==> config.mk <==
export PLATFORM = sky130hd
export DESIGN_NAME = kl_divergence_threshold
export DESIGN_NICKNAME = d
export VERILOG_FILES = /design/src/rtl/kld_pkg.sv /design/src/rtl/kld_front.sv /design/src/rtl/kld_queue.sv /design/src/rtl/kld_back.sv /design/src/rtl/kl_divergence_threshold.sv
export SDC_FILE = /design/constraint.sdc
export NUM_CORES = 2
export LEC_CHECK = 0
export BUFFER_PORTS_ARGS = -buffer_cell sky130_fd_sc_hd__clkbuf_2
export CELL_PAD_IN_SITES_DETAIL_PLACEMENT = 0
export CELL_PAD_IN_SITES_GLOBAL_PLACEMENT = 1
export CORE_MARGIN = 10
export CORE_UTILIZATION = 47
export CTS_CLUSTER_SIZE = 25
export DETAILED_ROUTE_END_ITERATION = 8
export GPL_ROUTABILITY_DRIVEN = 0
export PLACE_DENSITY = 0.86
export SKIP_LAST_GASP = 1
export SLEW_MARGIN = 10
export SYNTH_ARGS = -nofsm -noshare
export SYNTH_HDL_FRONTEND = slang
export SYNTH_SLANG_ARGS = --single-unit
export TNS_END_PERCENT = 1
==> constraint.sdc <==
create_clock -name clock -period 7.35 [get_ports clock]
set_input_delay 0.3675 -clock clock [delete_from_list [all_inputs] [get_ports clock]]
set_output_delay 0.3675 -clock clock [all_outputs]
set_load 0.01 [all_outputs]
==> src/rtl/kld_pkg.sv <==
// Shared types and constants for the thresholded KL divergence block.
// Used by the front end, queue, back end, top level and checker; no dependencies.
`default_nettype none

package kld_pkg;

   // Largest table index width supported; queue entries always carry this many bits.
   localparam int MAX_TABLE_BITS = 10;

   // Depth of the queue between the front end and the back end.
   localparam int QUEUE_DEPTH = 2;
   localparam int QUEUE_PTR_BITS = (QUEUE_DEPTH > 1) ? $clog2(QUEUE_DEPTH) : 1;
   localparam int QUEUE_CNT_BITS = $clog2(QUEUE_DEPTH + 1);

   localparam logic [15:0] LN2_Q16 = 16'd45426;
   localparam logic [31:0] THRESHOLD_RESET = 32'd6554;

   localparam int SUM_WIDTH = 48;
   localparam logic [SUM_WIDTH-1:0] SUM_MAX = {1'b0, {(SUM_WIDTH - 1){1'b1}}};
   localparam logic [SUM_WIDTH-1:0] SUM_MIN = {1'b1, {(SUM_WIDTH - 1){1'b0}}};

   // What the back end has to do with one pair.
   typedef enum logic [1:0] {
      OP_SKIP   = 2'd0,
      OP_ZERO_Q = 2'd1,
      OP_TERM   = 2'd2
   } op_type;

   typedef enum logic [1:0] {
      STATUS_BELOW = 2'd0,
      STATUS_ABOVE = 2'd1,
      STATUS_FAULT = 2'd2
   } status_type;

   // One classified pair as it sits in the queue.
   typedef struct packed {
      logic [31:0]               p_value;
      op_type                    op;
      logic                      last_pair;
      logic [4:0]                exp_p;
      logic [4:0]                exp_q;
      logic [MAX_TABLE_BITS-1:0] idx_p;
      logic [MAX_TABLE_BITS-1:0] idx_q;
   } pair_type;

endpackage

`default_nettype wire

==> src/rtl/kld_front.sv <==
// Front end: accepts category pairs, classifies them and finds the leading-one
// position and table index of both weights. Depends on kld_pkg.
`default_nettype none

module kld_front #(
   parameter int LOG_TABLE_BITS = 6
) (
   input  wire logic              clock,
   input  wire logic              reset,
   input  wire logic              req_tvalid,
   output logic                   req_tready,
   input  wire logic [63:0]       req_tdata,
   input  wire logic              req_tlast,
   output logic                   push_valid,
   input  wire logic              push_ready,
   output kld_pkg::pair_type      push_entry
);
   import kld_pkg::*;

   logic     entry_valid_ff;
   pair_type entry_ff;
   pair_type entry_in;
   logic     accept;

   function automatic logic [4:0] leading_one(input logic [31:0] x);
      logic [4:0] pos;
      pos = '0;
      for (int b = 0; b < 32; b++) begin
         if (x[b]) begin
            pos = 5'(b);
         end
      end
      return pos;
   endfunction

   // Bits just below the leading one, aligned to the table width.
   function automatic logic [MAX_TABLE_BITS-1:0] table_index(input logic [31:0] x,
                                                             input logic [4:0]  e);
      logic [31:0] mant;
      logic [31:0] shifted;
      mant = x ^ (32'd1 << e);
      if (e >= 5'(LOG_TABLE_BITS)) begin
         shifted = mant >> (e - 5'(LOG_TABLE_BITS));
      end else begin
         shifted = mant << (5'(LOG_TABLE_BITS) - e);
      end
      return MAX_TABLE_BITS'(shifted[LOG_TABLE_BITS-1:0]);
   endfunction

   always_comb begin
      logic [31:0] p;
      logic [31:0] q;
      p = req_tdata[31:0];
      q = req_tdata[63:32];
      entry_in.p_value   = p;
      entry_in.last_pair = req_tlast;
      entry_in.exp_p     = leading_one(p);
      entry_in.exp_q     = leading_one(q);
      entry_in.idx_p     = table_index(p, entry_in.exp_p);
      entry_in.idx_q     = table_index(q, entry_in.exp_q);
      if (p == 32'd0) begin
         entry_in.op = OP_SKIP;
      end else if (q == 32'd0) begin
         entry_in.op = OP_ZERO_Q;
      end else begin
         entry_in.op = OP_TERM;
      end
   end

   assign req_tready = !entry_valid_ff || push_ready;
   assign accept     = req_tvalid && req_tready;

   always_ff @(posedge clock) begin
      if (reset) begin
         entry_valid_ff <= 1'b0;
      end else begin
         if (accept) begin
            entry_valid_ff <= 1'b1;
         end else if (push_ready) begin
            entry_valid_ff <= 1'b0;
         end
      end
      if (accept) begin
         entry_ff <= entry_in;
      end
   end

   assign push_valid = entry_valid_ff;
   assign push_entry = entry_ff;

endmodule

`default_nettype wire

==> src/rtl/kld_queue.sv <==
// Short queue of classified pairs between the front end and the back end.
// Depends on kld_pkg for the entry type and depth.
`default_nettype none

module kld_queue (
   input  wire logic              clock,
   input  wire logic              reset,
   input  wire logic              in_valid,
   output logic                   in_ready,
   input  wire kld_pkg::pair_type in_entry,
   output logic                   out_valid,
   input  wire logic              out_ready,
   output kld_pkg::pair_type      out_entry
);
   import kld_pkg::*;

   pair_type                  mem [QUEUE_DEPTH];
   logic [QUEUE_PTR_BITS-1:0] wr_ptr_ff;
   logic [QUEUE_PTR_BITS-1:0] rd_ptr_ff;
   logic [QUEUE_CNT_BITS-1:0] count_ff;
   logic                      push;
   logic                      pop;

   function automatic logic [QUEUE_PTR_BITS-1:0] next_ptr(input logic [QUEUE_PTR_BITS-1:0] ptr);
      if (ptr == QUEUE_PTR_BITS'(QUEUE_DEPTH - 1)) begin
         return '0;
      end
      return ptr + 1'b1;
   endfunction

   assign in_ready  = count_ff != QUEUE_CNT_BITS'(QUEUE_DEPTH);
   assign out_valid = count_ff != '0;
   assign push      = in_valid && in_ready;
   assign pop       = out_valid && out_ready;
   assign out_entry = mem[rd_ptr_ff];

   always_ff @(posedge clock) begin
      if (reset) begin
         wr_ptr_ff <= '0;
         rd_ptr_ff <= '0;
         count_ff  <= '0;
      end else begin
         if (push) begin
            wr_ptr_ff <= next_ptr(wr_ptr_ff);
         end
         if (pop) begin
            rd_ptr_ff <= next_ptr(rd_ptr_ff);
         end
         if (push && !pop) begin
            count_ff <= count_ff + 1'b1;
         end else if (pop && !push) begin
            count_ff <= count_ff - 1'b1;
         end
      end
      if (push) begin
         mem[wr_ptr_ff] <= in_entry;
      end
   end

endmodule

`default_nettype wire

==> src/rtl/kld_back.sv <==
// Back end: log table lookup, ln2 scaling, weighting, accumulation and the
// thresholded result register. Depends on kld_pkg.
`default_nettype none

module kld_back #(
   parameter int LOG_TABLE_BITS = 6
) (
   input  wire logic              clock,
   input  wire logic              reset,
   input  wire logic [31:0]       threshold,
   input  wire logic              pop_valid,
   output logic                   pop_ready,
   input  wire kld_pkg::pair_type pop_entry,
   output logic                   rsp_tvalid,
   input  wire logic              rsp_tready,
   output logic [31:0]            rsp_tdata,
   output logic [1:0]             rsp_tuser
);
   import kld_pkg::*;

   localparam int TABLE_SIZE = 1 << LOG_TABLE_BITS;

   typedef enum logic [2:0] {
      ST_IDLE,
      ST_DIFF,
      ST_LN,
      ST_PROD,
      ST_ACC,
      ST_FINISH
   } state_type;

   // Fractional part of log2(1 + idx / TABLE_SIZE) in Q0.16 by repeated squaring.
   function automatic logic [15:0] frac_log2(input int unsigned idx);
      logic [63:0] x;
      logic [15:0] r;
      x = (64'd1 << 30) + (64'(idx) << (30 - LOG_TABLE_BITS));
      r = '0;
      for (int k = 15; k >= 0; k--) begin
         x = (x * x) >> 30;
         if (x >= (64'd1 << 31)) begin
            r[k] = 1'b1;
            x = x >> 1;
         end
      end
      return r;
   endfunction

   logic [15:0] log_rom [TABLE_SIZE];

   for (genvar g = 0; g < TABLE_SIZE; g++) begin : g_rom
      assign log_rom[g] = frac_log2(g);
   end

   state_type             state_ff;
   logic [31:0]           p_ff;
   logic                  last_ff;
   logic [4:0]            exp_p_ff;
   logic [4:0]            exp_q_ff;
   logic [15:0]           tab_p_ff;
   logic [15:0]           tab_q_ff;
   logic                  neg_ff;
   logic [20:0]           dmag_ff;
   logic [20:0]           lnmag_ff;
   logic [36:0]           tmag_ff;
   logic [SUM_WIDTH-1:0]  sum_ff;
   logic                  fault_ff;
   logic                  rsp_valid_ff;
   logic [31:0]           rsp_data_ff;
   status_type            rsp_status_ff;

   logic signed [5:0]     exp_diff;
   logic signed [21:0]    diff_in;
   logic [20:0]           dmag_in;
   logic [36:0]           ln_prod;
   logic [52:0]           w_prod;
   logic [SUM_WIDTH:0]    term_ext;
   logic [SUM_WIDTH:0]    sum_wide;
   logic [SUM_WIDTH-1:0]  sum_in;
   logic [SUM_WIDTH-1:0]  mag_in;
   logic                  below;
   logic                  out_free;
   logic                  result_load;

   always_comb begin
      exp_diff = $signed({1'b0, exp_p_ff}) - $signed({1'b0, exp_q_ff});
      diff_in  = $signed({exp_diff, 16'd0}) + $signed({6'd0, tab_p_ff})
                 - $signed({6'd0, tab_q_ff});
      dmag_in  = diff_in[21] ? 21'(-diff_in) : diff_in[20:0];
   end

   assign ln_prod = 37'(dmag_ff) * 37'(LN2_Q16);
   assign w_prod  = 53'(p_ff) * 53'(lnmag_ff);

   always_comb begin
      term_ext = {12'd0, tmag_ff};
      sum_wide = {sum_ff[SUM_WIDTH-1], sum_ff} + (neg_ff ? -term_ext : term_ext);
      if (sum_wide[SUM_WIDTH] != sum_wide[SUM_WIDTH-1]) begin
         sum_in = sum_wide[SUM_WIDTH] ? SUM_MIN : SUM_MAX;
      end else begin
         sum_in = sum_wide[SUM_WIDTH-1:0];
      end
   end

   // Magnitude of the sum; the most negative value maps to 2^47, which still fits.
   assign mag_in   = sum_ff[SUM_WIDTH-1] ? (SUM_WIDTH'(0) - sum_ff) : sum_ff;
   assign below    = mag_in < {16'd0, threshold};
   assign out_free = !rsp_valid_ff || rsp_tready;
   assign pop_ready = state_ff == ST_IDLE;
   assign result_load = (state_ff == ST_FINISH) && out_free;

   always_ff @(posedge clock) begin
      if (reset) begin
         state_ff     <= ST_IDLE;
         sum_ff       <= '0;
         fault_ff     <= 1'b0;
         rsp_valid_ff <= 1'b0;
      end else begin
         if (result_load) begin
            rsp_valid_ff <= 1'b1;
         end else if (rsp_valid_ff && rsp_tready) begin
            rsp_valid_ff <= 1'b0;
         end
         case (state_ff)
            ST_IDLE: begin
               if (pop_valid) begin
                  p_ff     <= pop_entry.p_value;
                  last_ff  <= pop_entry.last_pair;
                  exp_p_ff <= pop_entry.exp_p;
                  exp_q_ff <= pop_entry.exp_q;
                  tab_p_ff <= log_rom[pop_entry.idx_p[LOG_TABLE_BITS-1:0]];
                  tab_q_ff <= log_rom[pop_entry.idx_q[LOG_TABLE_BITS-1:0]];
                  if (pop_entry.op == OP_TERM && !fault_ff) begin
                     state_ff <= ST_DIFF;
                  end else begin
                     if (pop_entry.op == OP_ZERO_Q) begin
                        fault_ff <= 1'b1;
                     end
                     state_ff <= pop_entry.last_pair ? ST_FINISH : ST_IDLE;
                  end
               end
            end
            ST_DIFF: begin
               neg_ff   <= diff_in[21];
               dmag_ff  <= dmag_in;
               state_ff <= ST_LN;
            end
            ST_LN: begin
               lnmag_ff <= ln_prod[36:16];
               state_ff <= ST_PROD;
            end
            ST_PROD: begin
               tmag_ff  <= w_prod[52:16];
               state_ff <= ST_ACC;
            end
            ST_ACC: begin
               sum_ff   <= sum_in;
               state_ff <= last_ff ? ST_FINISH : ST_IDLE;
            end
            ST_FINISH: begin
               if (out_free) begin
                  if (fault_ff) begin
                     rsp_data_ff   <= '0;
                     rsp_status_ff <= STATUS_FAULT;
                  end else if (below) begin
                     rsp_data_ff   <= mag_in[31:0];
                     rsp_status_ff <= STATUS_BELOW;
                  end else begin
                     rsp_data_ff   <= '0;
                     rsp_status_ff <= STATUS_ABOVE;
                  end
                  sum_ff   <= '0;
                  fault_ff <= 1'b0;
                  state_ff <= ST_IDLE;
               end
            end
            default: begin
               state_ff <= ST_IDLE;
            end
         endcase
      end
   end

   assign rsp_tvalid = rsp_valid_ff;
   assign rsp_tdata  = rsp_data_ff;
   assign rsp_tuser  = rsp_status_ff;

endmodule

`default_nettype wire

==> src/rtl/kl_divergence_threshold.sv <==
// Top level of the thresholded Kullback-Leibler divergence block.
// Holds the threshold register and joins kld_front, kld_queue and kld_back; uses kld_pkg.
//
// The block takes pairs (p, q) of unsigned Q16.16 category weights, one pair per
// transfer, and sums p*ln(p/q) over a vector into a saturating signed 48-bit
// accumulator; ln(p/q) is built from leading-one positions and a fraction table
// of 2^LOG_TABLE_BITS entries, scaled by ln2. Pairs with p zero add nothing, and
// a zero q with nonzero p raises a sticky fault. The transfer marked by req_tlast
// produces exactly one result: the absolute sum with status 0 when it lies below
// the threshold, zero with status 1 when it does not, and zero with status 2 on a
// fault; the accumulator and fault then clear for the next vector. The front end
// accepts one transfer per cycle until its output register and the two-entry queue
// are full. The back end takes a contributing pair through table read, log
// difference, ln2 multiply, weight multiply and accumulate states in order, a
// skipped or faulting pair through its idle state alone, and a last pair on to a
// state that loads the result register once that register is free. It takes no
// new pair before it is back in idle, so its multiply sequence paces contributing
// pairs. Results wait in an output register while the front end keeps taking
// transfers. The threshold resets to 6554 (0.1) and is written over the csr
// channel, which is always ready; write it only while no vector is in progress.
`default_nettype none

module kl_divergence_threshold #(
   parameter int LOG_TABLE_BITS = 6
) (
   input  wire logic        clock,
   input  wire logic        reset,
   // Input pairs. tdata: p_value [31:0], q_value [63:32]. tlast: last_pair.
   input  wire logic        req_tvalid,
   output logic             req_tready,
   input  wire logic [63:0] req_tdata,
   input  wire logic        req_tlast,
   // Results. tdata: divergence [31:0]. tuser: status [1:0].
   output logic             rsp_tvalid,
   input  wire logic        rsp_tready,
   output logic [31:0]      rsp_tdata,
   output logic [1:0]       rsp_tuser,
   // Threshold write channel. data: divergence_threshold [31:0].
   input  wire logic        csr_valid,
   output logic             csr_ready,
   input  wire logic [31:0] csr_data
);
   import kld_pkg::*;

   logic [31:0] threshold_ff;

   logic     push_valid;
   logic     push_ready;
   pair_type push_entry;
   logic     pop_valid;
   logic     pop_ready;
   pair_type pop_entry;

   // The register is a plain flop, so every write transfer completes at once.
   assign csr_ready = 1'b1;

   always_ff @(posedge clock) begin
      if (reset) begin
         threshold_ff <= THRESHOLD_RESET;
      end else if (csr_valid && csr_ready) begin
         threshold_ff <= csr_data;
      end
   end

   // Classification and leading-one search run one transfer per cycle unless a full queue holds them back.
   kld_front #(
      .LOG_TABLE_BITS(LOG_TABLE_BITS)
   ) u_front (
      .clock      (clock),
      .reset      (reset),
      .req_tvalid (req_tvalid),
      .req_tready (req_tready),
      .req_tdata  (req_tdata),
      .req_tlast  (req_tlast),
      .push_valid (push_valid),
      .push_ready (push_ready),
      .push_entry (push_entry)
   );

   // The queue lets the front end run ahead while the back end is multiplying.
   kld_queue u_queue (
      .clock     (clock),
      .reset     (reset),
      .in_valid  (push_valid),
      .in_ready  (push_ready),
      .in_entry  (push_entry),
      .out_valid (pop_valid),
      .out_ready (pop_ready),
      .out_entry (pop_entry)
   );

   // The back end owns the accumulator, the fault bit and the result register.
   kld_back #(
      .LOG_TABLE_BITS(LOG_TABLE_BITS)
   ) u_back (
      .clock      (clock),
      .reset      (reset),
      .threshold  (threshold_ff),
      .pop_valid  (pop_valid),
      .pop_ready  (pop_ready),
      .pop_entry  (pop_entry),
      .rsp_tvalid (rsp_tvalid),
      .rsp_tready (rsp_tready),
      .rsp_tdata  (rsp_tdata),
      .rsp_tuser  (rsp_tuser)
   );

endmodule

`default_nettype wire

== Yosys cells after proc, flatten, opt, wreduce, memory -nomap -nowiden ==
Memory sizes are Yosys's and may differ from the RTL's. A register that Yosys moved wholly into a read port is not among the register bits.
Cells that the tools add are included.
Word-level totals
  bits of input ports: 102
  bits in registers: 304
  bits in writable memories: 114
  output and inout bits: 37
  memories: 3
  ROM bits: 2048
  logic and storage cells: 211
Memory list
  (no name shown): depth 64, width 16, rd ports 1, clocked after memory_dff 1, wr ports 0, RTL line kld_back.sv:131  | tab_q_ff <= log_rom[pop_entry.idx_q[LOG_TABLE_BITS-1:0]];
  (no name shown): depth 64, width 16, rd ports 1, clocked after memory_dff 1, wr ports 0, RTL line kld_back.sv:130  | tab_p_ff <= log_rom[pop_entry.idx_p[LOG_TABLE_BITS-1:0]];
  u_queue.mem: depth 2, width 57, rd ports 1, clocked after memory_dff 1, wr ports 1, RTL line kld_queue.sv:17  | pair_type mem [QUEUE_DEPTH];
Operators by class
  mux-type cells: 104
  multiply operators: 2
  $add $sub $neg: 15
  shifts and indexed selects: 6
  reductions and logical operators: 33
  bitwise logic cells: 6
  $lt $le $gt $ge: 3
  equal/unequal tests: 13
Operator list (number)
  2-to-1 mux 48 bit: 4
  2-to-1 mux 5 bit: 32
  case mux 48 bit (2 select lines): 1
  logical NOT 32 bit: 2
  2-to-1 mux 4 bit: 16
  << shifter 1 x 5 -> 32 bit (first input constant): 2
  << shifter 32 x 5 -> 6 bit: 2
  >> shifter 32 x 5 -> 6 bit: 2
  XOR 32 bit: 2
  multiplier 32 x 21 -> 53 bit: 1
  adder 49 bit: 1
  2-to-1 mux 49 bit: 1
  negation 37 -> 49 bit: 1
  less-than comparator 48 x 32 -> 1 bit: 1
  subtractor 1 x 48 -> 48 bit (first input constant): 1
  2-to-1 mux 3 bit: 13
  multiplier 21 x 15 -> 36 bit (second input constant): 1
  2-to-1 mux 1 bit: 25
  adder 22 x 17 -> 22 bit: 1
  subtractor 22 x 17 -> 22 bit: 1
  2-to-1 mux 21 bit: 1
  negation 21 bit: 1
  case mux 3 bit (6 select lines): 1
  2-to-1 mux 2 bit: 7
  28 further kinds: 62

== Longest topological paths before layout ==
  word-level depth: 35
  depth in mapped cells: 27
  mapped depth without buffers: 26

== Modules after synthesis ==
A second synthesis with hierarchy kept.
Unflattened totals
  cells, all modules: 5905
  area, all modules: 56284.0 µm²
Modules (own cells, without submodules)
  kld_back: sequential area each 6736.5 µm², area an instance 43668.1 µm², instances 1, cells an instance 4797
  kld_front: sequential area each 1731.7 µm², area an instance 6507.5 µm², instances 1, cells an instance 777
  kld_queue: sequential area each 4003.8 µm², area an instance 4927.2 µm², instances 1, cells an instance 226
  kl_divergence_threshold: sequential area each 640.6 µm², area an instance 1181.1 µm², instances 1, cells an instance 105

== Least setup slack after synthesis ==
No wires, ideal clock.
  path kind: reg2reg
  from: register u_back.lnmag_ff[3]
  to: register u_back.tmag_ff[18] (data pin)
  setup time: 258 ps
  cell stages (with the launch flop): 24
  setup slack: 311 ps
  arrival: 6781 ps
  period minus slack after synthesis: 7039 ps
  path buffers: 1
  data required time: 7092 ps
  path through: edfxtp_1 > clkbuf_1 > nand2_1 > fa_1 > inv_1 > fa_1 > fa_1 > inv_1 > fa_1 > inv_1 > fa_1 > fa_1 > fa_1 > ha_1 > a211o_1 > or4_1 > a21oi_1 > a211oi_1 > o311ai_0 > a211oi_1 > o31a_1 > o21a_1 > nor2_1 > xnor2_1
Between the ends
  word-level cells in the longest chain between the ends: 1
Ends and longest elaborated chain
  from (decl): RTL line kld_back.sv:63  | logic [20:0] lnmag_ff;
  from (signal assigned): RTL line kld_back.sv:148  | lnmag_ff <= ln_prod[36:16];
  multiplier 32 x 21 -> 53 bit: RTL line kld_back.sv:92  | assign w_prod = 53'(p_ff) * 53'(lnmag_ff);
  net u_back.w_prod[34]: RTL line kld_back.sv:75  | logic [52:0] w_prod;
  to (signal assigned): RTL line kld_back.sv:152  | tmag_ff <= w_prod[52:16];
  to (decl): RTL line kld_back.sv:64  | logic [36:0] tmag_ff;
The timed path passes the listed nets, and every way through them passes these cells.
A chain may end at the register's enable or synchronous reset.

== Worst setup path in the final report ==
  from: register u_back.p_ff[10]
  to: register u_back.tmag_ff[18] (data pin)
Between the ends
  word-level cells in the longest chain between the ends: 1
Ends and longest elaborated chain
  from (decl): RTL line kld_back.sv:55  | logic [31:0] p_ff;
  from (signal assigned): RTL line kld_back.sv:126  | p_ff <= pop_entry.p_value;
  multiplier 32 x 21 -> 53 bit: RTL line kld_back.sv:92
  net u_back.w_prod[34]: RTL line kld_back.sv:75
The timed path passes the listed nets, and every way through them passes these cells.

==> out/metrics.sh <==
TNS_NS=0
DIE_HEIGHT_MICRONS=360
CRITICAL_PATH_DATA_REQUIRED_TIME_NS=7.75
CTS_NUM_SINKS=451
CP-END-KIND='flip-flop'
FINAL_UTIL_PCT=52.1
RSZ0062_AT_GRT='true'
WORST_SLEW_PIN_SLEW_NS=1.15
PLACEMENT_ROWS=124
SETUP_VIOLATIONS=0
REG2REG_LAUNCH_POINT='u_back.p_ff[10]'
ANTENNADIODECOUNT=0
YS_TYPES=87
VIAS_IN_THE_FIRST_GLOBAL_ROUTE=42200
SYNTH_TOP_FLOP_CELL='edfxtp_1'
ASYNC_RESET_FF_SHARE_PCT=0
SYNTH_COMPOUND_GATE_AREA_SHARE_PCT=10.9
SYNTHXORXNORAREAFRAC_PCT=4.23
GR-TOTAL-OVERFLOW=0
DRIVE_ABOVE_1_SHARE_PCT=9.81
POST-ROUTE-PERIOD-UTIL_PCT=96.4
START_UTIL_PCT=47.4
FINAL_PERIOD_MINUS_WORST_SETUP_SLACK_NS=7.09
YOSYS.AREA_SHARE.ADDER_PCT=35.0
WIRE_PER_INST_MICRONS=19.1
DRV.MAX_CAP_VIOLATION_COUNT=0
SYNTHTOLAYOUTAREAGROWTH_PCT=9.88
CTS_MAX_PATH_BUFFERS=3
GR-USAGE-ALL-LAYERS_PCT=21.4
MAX_FREQ_GHz=0.141
YOSYS_REGISTER_BITS=451
SYNTHESIS.NETS=6919
TIMING.SETUP.CRITICAL_PATH_CLASS='reg2reg'
DETAILEDROUTE.FIRSTITERATIONVIOLATIONS=3295
DESIGN.DIE.AREA_SQ_UM=129000
MAXIMUM_NUMBER_OF_PINS_ON_ONE_NET_BEFORE_GLOBAL_ROUTE_REPAIR=67
YOSYS_WARNINGS=0
DRT_PRE_ANTENNA_ITERS=6
CLOCK_SKEW_NS=0.0480
PIN_COUNT=139
HOLD_CLASS='in2reg'
CORE_AREA_SQ_UM=115000
DRT.ANTENNA.VIOLATING_NETS=0
SYNTH-SEQ-AREA-SHARE_PCT=23.3
VIAS_PER_CELL=5.62
FINISH.NET_COUNT=7055
BUFFER_PORTS.INSERTED=137
WORSTSETUPSTARTPOINT='u_back.p_ff[10]'
WORST_SETUP_PATH_START_KIND='flip-flop'
CTS-BUFFERS-INSERTED=49
SYNTHCELLS=5704
SYNTHMUXAREASHARE_PCT=3.97
CLOCK_TREE.HTREE_LEVEL_COUNT=2
NUMBER_OF_FLOPS_MAPPED_TO_ENABLE_CELLS_BY_YOSYS=360
FINALWIRELENGTH_MICRONS=141000
WORSTREGTOREGCELLS=24
CTS_ROOT_BUFFER='clkbuf_16'
SYNTH_SIMPLE_GATE_AREA_SHARE_PCT=15.1
WORST_R2R_ENDPOINT='u_back.tmag_ff[18]'
DP.FINAL_HPWL_MICRONS=111000
SYN_AVG_CELL_AREA_SQ_UM=9.52
TRITONCTS_CLOCK_TREE='done'
GRT_FIRST_PASS_WIRELENGTH_MICRONS=228000
NETLIST_AREA_SQ_UM=54300
CTS.REPORTEDPATHS.CLKPINSLEW_NS=0.06
SLEW_LIMIT_HEADROOM_PCT=21.5
OUTCOME='completed'
TIMING.CRITICAL_PATH.ARRIVAL_NS=7.49
CP_MAX_FO=8
RRSETUPSLACK_NS=0.26
DETAILROUTE.VIA_COUNT=41500
TIMING.HOLD.WS_NS=0.0443
SYNTH_TOP_FAMILY_BY_AREA='adder cells'
DIE_WIDTH_MICRONS=360
ANTENNA_VIOLATIONS_BEFORE_REPAIR=1
CRIT_PATH_END='u_back.tmag_ff[18]'
REPORT.FINAL.HOLD_VIOL_COUNT=0
WORSTSKEWPAIRLATENCY_NS=0.66
DRC_ERRORS=0
SLEW_VIOL_FINAL=0
[cell families (layout without fill, tap and decap cells)]
family | count (synthesis) | count (layout)
fa+ha+maj | 1116 | 1116
mux | 194 | 194
simple gates | 1712 | 1712
buf+inv | 1078 | 1255
xor+xnor | 262 | 262
other cells | 1 | 1
compound gates | 890 | 890
flops | 451 | 451
[worst max-delay path, stage by stage, from the launching register on]
cell	delay [ns]
edfxtp_1	0.55
nand2_1	0.13
fa_1	0.52
inv_1	0.05
fa_1	0.46
fa_1	0.49
inv_1	0.05
fa_1	0.50
inv_1	0.05
fa_1	0.56
fa_1	0.43
fa_1	0.44
ha_1	0.30
a211o_1	0.31
or4_1	0.42
a21oi_1	0.15
buf_4	0.16
a211oi_1	0.09
o311ai_1	0.26
buf_4	0.20
a211oi_1	0.10
o31a_1	0.27
o21a_1	0.18
nor2_1	0.11
xnor2_1	0.07
[layout make-up]
| class | instances | area [sq um] |
|---|---|---|
| clock buffers | 62 | 1290 |
| inverters | 795 | 2980 |
| clock inverters | 30 | 385 |
| repair buffers | 368 | 2740 |
| multi-input cells | 4175 | 37700 |
| well taps | 1512 | 1890 |
| flip-flops and latches | 451 | 12600 |
| fillers | 10300 | 54900 |
[Yosys cell counts (all sizes together), types with 91 or more instances]
master	instances	area share, %
dfxtp	91	3.4
a21oi	202	1.9
inv	792	5.5
clkbuf	256	1.8
edfxtp	360	20
ha	441	10
o21ai	206	1.9
nor2	293	2.0
fa	672	25
xor2	97	1.6
mux2i	115	2.1
nand2	703	4.9
xnor2	165	2.7
and2	268	3.1
[layout by cell type, fill, tap and decap left out, drive strengths merged, types with 28 or more instances in the layout]
cell / n
nor3: 88
o31ai: 33
o21a: 40
inv: 797
nor2b: 54
edfxtp: 360
a21o: 71
a31oi: 34
nor2: 293
o21ai: 206
a221o: 35
nand3: 79
a211oi: 48
a21oi: 202
or4: 34
o211ai: 42
nand2: 703
fa: 672
nor4: 36
mux2: 69
xnor2: 165
dlygate4sd3: 36
and2: 268
ha: 441
buf: 194
xor2: 97
dfxtp: 91
clkbuf: 200
nand4: 28
mux2i: 115
[flip-flops by register name, summed over array words and instances (netlist names), 2 cells and up, named ones only]
register	count
threshold_ff	32
u_back.dmag_ff	21
u_back.exp_p_ff	5
u_back.exp_q_ff	5
u_back.lnmag_ff	21
u_back.p_ff	32
u_back.rsp_tdata	32
u_back.rsp_tuser	2
u_back.state_ff	3
u_back.sum_ff	48
u_back.tab_p_ff	16
u_back.tab_q_ff	16
u_back.tmag_ff	37
u_front.push_entry	57
u_queue.count_ff	2
u_queue.mem	114
[stage by stage]
stage	cell area [sq um]	instances	worst slack [ns]
detailed placement	57500	7252	0.0867
global placement	57500	7252	0.124
floorplan	54300	5704	0.311
CTS	59500	7380	0.0622
global route	59600	7393	-0.132
finish	59600	7393	0.262
[worst min path at each step]
stage / from / end / slack, ns / cells after the start
4_1_cts: req_tdata[15] / u_front.push_entry[48] / 0.005 / 1
6_report: req_tdata[15] / u_front.push_entry[48] / 0.04 / 1
5_1_grt: req_tdata[0] / u_front.push_entry[33] / 0.03 / 1
2_1_floorplan: u_front.push_entry[0] / u_queue.mem[0][0] / 0.42 / 0
3_3_place_gp: u_front.push_entry[29] / u_queue.mem[1][21] / 0.42 / 0
3_5_place_dp: u_front.push_entry[34] / u_queue.mem[0][26] / 0.43 / 0
[what timing repair did]
item | in CTS | in global routing
hold buffers | 36 | 0
hold endpoints to repair | 36 | 0
resized for setup | 0 | 5
setup buffers | 0 | 12
setup endpoints to repair | 0 | 14
[layer usage]
layer | vias up | wire length (microns) | track usage [%]
met2 | 1494 | 65800 | 34.7
met5 | - | 0 | 0
met4 | 0 | 4470 | 6.68
met1 | 20400 | 61200 | 29.5
li1 | 19400 | - | -
met3 | 236 | 9480 | 3.13
Power is not shown: default switching activity piles up to over one toggle a cycle in this logic, so the estimate is an artifact.
